## src/dvru_pkg.sv

```systemverilog
`timescale 1ns / 1ps
package dvru_pkg;

    localparam int TABLE_DEPTH_DEF   = 64;
    localparam int LINK_DEPTH_DEF    = 8;
    localparam int INF_DIST_DEF      = 16;
    localparam int TIMEOUT_TICKS_DEF = 5;

    localparam logic [1:0] REQ_ADD = 2'd0;
    localparam logic [1:0] REQ_ADV = 2'd1;
    localparam logic [1:0] REQ_DEL = 2'd2;

    typedef enum logic [3:0] {
        ST_INFINITE  = 4'd0,
        ST_NO_SENDER = 4'd1,
        ST_INSERTED  = 4'd2,
        ST_UPDATED   = 4'd3,
        ST_REFRESHED = 4'd4,
        ST_UNCHANGED = 4'd5,
        ST_FULL      = 4'd6,
        ST_CONNECTED = 4'd7,
        ST_REMOVED   = 4'd8,
        ST_NOT_FOUND = 4'd9
    } t_status;

    typedef enum logic [1:0] {
        S_IDLE,
        S_LOOK,
        S_LINK,
        S_DONE
    } t_state;

    typedef struct packed {
        logic [31:0] net;
        logic [31:0] mask;
        logic [7:0]  metric;
        logic [31:0] hop;
        logic        dead;
        logic [7:0]  timer;
        logic        direct;
    } t_route;

    // Token walking the cell chain: a lookup collects matches and the first
    // free cell, a write drops new contents into the addressed cells or clears one.
    typedef struct packed {
        logic        valid;
        logic        wr;
        logic [31:0] key_a;
        logic [31:0] key_b;
        logic        hit_a;
        t_route      ent_a;
        logic        hit_b;
        t_route      ent_b;
        logic        free;
        logic        kill;
    } t_tok;

endpackage

```

## src/dvru_cell.sv

```systemverilog
`timescale 1ns / 1ps
module dvru_cell #(
    parameter int IDX_W    = 6,
    parameter int CELL_IDX = 0
) (
    input  logic              i_clk,
    input  logic              i_rst_n,
    input  dvru_pkg::t_tok    i_tok,
    input  logic [IDX_W-1:0]  i_idx_a,
    input  logic [IDX_W-1:0]  i_idx_b,
    input  logic [IDX_W-1:0]  i_idx_f,
    output dvru_pkg::t_tok    o_tok,
    output logic [IDX_W-1:0]  o_idx_a,
    output logic [IDX_W-1:0]  o_idx_b,
    output logic [IDX_W-1:0]  o_idx_f
);
    import dvru_pkg::*;

    localparam logic [IDX_W-1:0] MY_IDX = IDX_W'(CELL_IDX);

    logic             r_valid, n_valid;
    t_route           r_ent, n_ent;
    t_tok             r_tok, n_tok;
    logic [IDX_W-1:0] r_ia, n_ia, r_ib, n_ib, r_if, n_if;

    always_comb begin
        n_valid = r_valid;
        n_ent   = r_ent;
        n_tok   = i_tok;
        n_ia    = i_idx_a;
        n_ib    = i_idx_b;
        n_if    = i_idx_f;
        if (i_tok.valid && i_tok.wr) begin
            if (i_tok.hit_a && i_idx_a == MY_IDX) begin
                if (i_tok.kill) begin
                    n_valid = 1'b0;
                end else begin
                    n_valid = 1'b1;
                    n_ent   = i_tok.ent_a;
                end
            end
            // second write wins on the same slot
            if (i_tok.hit_b && i_idx_b == MY_IDX) begin
                n_valid = 1'b1;
                n_ent   = i_tok.ent_b;
            end
        end else if (i_tok.valid) begin
            if (!i_tok.hit_a && r_valid && r_ent.net == i_tok.key_a) begin
                n_tok.hit_a = 1'b1;
                n_tok.ent_a = r_ent;
                n_ia        = MY_IDX;
            end
            if (!i_tok.hit_b && r_valid && r_ent.net == i_tok.key_b) begin
                n_tok.hit_b = 1'b1;
                n_tok.ent_b = r_ent;
                n_ib        = MY_IDX;
            end
            if (!i_tok.free && !r_valid) begin
                n_tok.free = 1'b1;
                n_if       = MY_IDX;
            end
        end
    end

    always_ff @(posedge i_clk) begin
        if (!i_rst_n) begin
            r_valid <= 1'b0;
            r_tok   <= '0;
        end else begin
            r_valid <= n_valid;
            r_tok   <= n_tok;
        end
    end

    always_ff @(posedge i_clk) begin
        r_ent <= n_ent;
        r_ia  <= n_ia;
        r_ib  <= n_ib;
        r_if  <= n_if;
    end

    assign o_tok   = r_tok;
    assign o_idx_a = r_ia;
    assign o_idx_b = r_ib;
    assign o_idx_f = r_if;

endmodule

```

## config.mk

```make
export PLATFORM = sky130hd
export DESIGN_NAME = dvru_cell
export DESIGN_NICKNAME = d
export VERILOG_FILES = /design/src/dvru_pkg.sv /design/src/dvru_cell.sv
export SDC_FILE = /design/constraint.sdc
export NUM_CORES = 1
export LEC_CHECK = 0
export ABC_CLOCK_PERIOD_IN_PS = 8400
export BUFFER_PORTS_ARGS = -buffer_cell sky130_fd_sc_hd__buf_2
export CORE_AREA = 2 2 247 249
export DETAILED_ROUTE_END_ITERATION = 7
export DIE_AREA = 0 0 249 251
export PLACE_DENSITY = 0.58
export SYNTH_ARGS = -nofsm -noshare
export SYNTH_HDL_FRONTEND = slang
export SYNTH_SLANG_ARGS = --single-unit
```

## constraint.sdc

```tcl
create_clock -name i_clk -period 8.4 [get_ports i_clk]
set_input_delay 1.26 -clock i_clk [delete_from_list [all_inputs] [get_ports i_clk]]
set_output_delay 1.26 -clock i_clk [all_outputs]
set_load 0.005 [all_outputs]
```

==> impl_metrics.ini <==
[floorplan]
rows = 90
ios = 634
die_w_um = 249
dieArea_um2 = 62500
start_util = 0.274
core_um2 = 59800
die_h_um = 251

[sta]
fin_worst_skew_ps = 16.7
rsz0062_at_grt = false
setup_viol = 0
finalCritPeriodShare = 0.484
relSlewSlack = 0.229
fin_hold_ws_ps = 523
tns_ps = 0
slew_viol_final = 0
hold_viol = 0
max_slew.worst_pin.slew_ps = 1160
max_freq_mhz = 246
period_needed_ps = 4060

[logic_synthesis]
synth-seq-cells = 431
synth_compound_area_frac = 0.00237
synth-edff-count = 114
synth_cell_types = 25
synth_xor_area_frac = 0.0342
synth-simple-area-share = 0.125
synth.avg_cell_area_um2 = 11.8
mappedNetlistNets = 1710
netlist_area_um2 = 16400
yosys_most_used_dff = dfxtp_1
muxShareOfSynthArea = 0.218
synth_cells = 1392
async_flop_share = 0
synth_top_family_by_area = multiplexers
ys_seq_area_frac = 0.597
synth_fa_ha_area_frac = 0
yosys_warnings = 0

[finish]
fin_nets = 2322
drive_above_1_share = 0.412
syn2layout_area_growth_pct = 34.0

[detailed_routing]
dr.max_layer_used = met5
vias_per_cell = 4.42
antenna_left = 0
num_vias = 12500
met3_length_mm = 4.13
drt_pass1_iterations = 4
post_drt_wl_per_cell_um = 19.2
drt_iter0_drc = 527
drc = 0
met2_length_mm = 27.7
wl_mm = 54.4
wl_met1_mm = 21.0

[clock_network]
cts-hold-fix-buffers = 0
clock-sinks = 431
htree_levels = 2
clk_pin_slew_worst_paths_ps = 60
cts_tree = done
post_cts_resized = 0
cts_setup_buffers = 0
clkLatencyLatePin_ps = 570
cts_buffer_depth = 3
cts-root-buf = clkbuf_16
cts_buffers = 48

[placed_design]
place_hpwl_mm = 40.0
portBuffers = 633
gp_congestion = 0.868

[power_and_ir_drop]
p_leak_nw = 9.54
vdd_ir_drop_max_mv = 0.162
combPwrFrac = 0.077
internal-power_mw = 3.71
power_frac_seq = 0.468
p_clk_frac = 0.454
power_switching_mw = 1.08
power_switching_share = 0.225
power_density_nw_per_um2 = 218

[global_routing]
track_usage = 0.167
antenna_found_initial = 12
grt_pass1_vias = 12900
grt_max_degree = 216
grt_pass1_wl_mm = 79.8
grt_overflow = 0

[setup_path]
worst_ep_arrival_time_ps = 4260
critical_path_class = in -> reg
cp-start-kind = input pin
critPathCaptureType = flop
crit_fanout = 63
worstPathRequired_ps = 8590

[worst_hold_path]
worstHoldPathType = reg -> reg

[flow_run]
timing.max_cap.violations = 0

[run_status]
status = complete, no violations
final timing paths:
| kind | start | end | slack [ps] | cells past startpoint |
|---|---|---|---|---|
| worst max-delay path | i_idx_b[2] | r_ent[8] | 4340 | 6 |
| worst min-delay path | r_valid | r_valid | 520 | 2 |
| worst max register to register | r_ent[110] | o_tok[158] | 5020 | 7 |
| worst min register to register | r_valid | r_valid | 520 | 2 |
critical path, stage by stage:
cell and delay [ps]:
buf_2 100, nor4_1 510, nand3_4 440, o21ai_0 230
and3_4 750, buf_4 810
through the flow:
| stage | setup slack (ps) | cell area (µm²) | cells | total power [mW] | util |
|---|---|---|---|---|---|
| floorplan | 2880 | 16400 | 1392 | 2.43 | - |
| global placement | 3620 | 20300 | 2736 | 2.65 | 0.339 |
| detailed placement | 3610 | 20300 | 2736 | 2.66 | 0.339 |
| CTS | 4250 | 21900 | 2824 | 4.85 | 0.367 |
| global route | 4020 | 21900 | 2828 | 4.96 | 0.367 |
| finish | 4340 | 21900 | 2829 | 4.78 | 0.367 |
per-layer routing:
| layer | vias to the layer above | GRT usage |
|---|---|---|
| met4 | 12 | 0.0558 |
| met3 | 88 | 0.0547 |
| met1 | 5998 | 0.183 |
| met5 | - | 0 |
| met2 | 449 | 0.304 |
| li1 | 5956 | - |
kinds of logic (layout without fill, tap and decap cells):
| kind of cell | Yosys count | in the layout |
|---|---|---|
| multiplexers | 342 | 342 |
| other | 0 | 5 |
| XOR/XNOR | 64 | 64 |
| flip-flops | 431 | 431 |
| buffers and inverters | 84 | 734 |
| AND/OR/NAND/NOR | 465 | 465 |
| AO/OA/AOI/OAI | 6 | 6 |
power groups by stage:
stage | logic [mW] | clock network [mW] | registers (mW)
floorplan | 0.135 | 0 | 2.29
global placement | 0.367 | 0 | 2.28
detailed placement | 0.373 | 0 | 2.28
CTS | 0.375 | 2.23 | 2.24
global route | 0.407 | 2.31 | 2.25
finish | 0.370 | 2.17 | 2.24
flip-flops by register name, summed over array words and instances, names as in the netlist:
signal,count
o_tok,298
r_ent,114
o_idx_a,6
o_idx_b,6
o_idx_f,6
r_valid,1
cell usage in the layout, fill, tap and decap left out, drive strengths merged, types with 3 or more instances in the layout:
master  instances
and2           67
mux2          114
nor2            5
nand4           6
buf           646
edfxtp        114
clkbuf         76
clkinv          8
xnor2          14
xor2           50
mux2i         228
nor4           16
diode           5
nand2         343
nand3           5
dfxtp         317
o21a            3
nor2b          19
cell usage after synthesis, types with 6 or more instances:
library cell  number  share of area
and2_1            67          0.026
buf_2              8         0.0024
buf_4             18         0.0083
clkbuf_1          55          0.013
dfxtp_1          317           0.39
edfxtp_1         114           0.21
mux2_2           114          0.078
mux2i_1          228           0.14
nand2_1          343          0.079
nand4_1            6         0.0023
nor2b_1           19         0.0073
nor4_1            14         0.0053
xnor2_1           14         0.0075
xor2_1            50          0.027
layout make-up:
cell class                 instances  area, µm²
multi-input combinational        877       6250
tap                              782        978
sequential                       431       9770
antenna                            5       12.5
clock inverter                    12        119
clock buffer                      76       1530
fill                            5958      37800
timing repair buffer             646       3290
No activity file was read; power rests on OpenSTA's default activity.
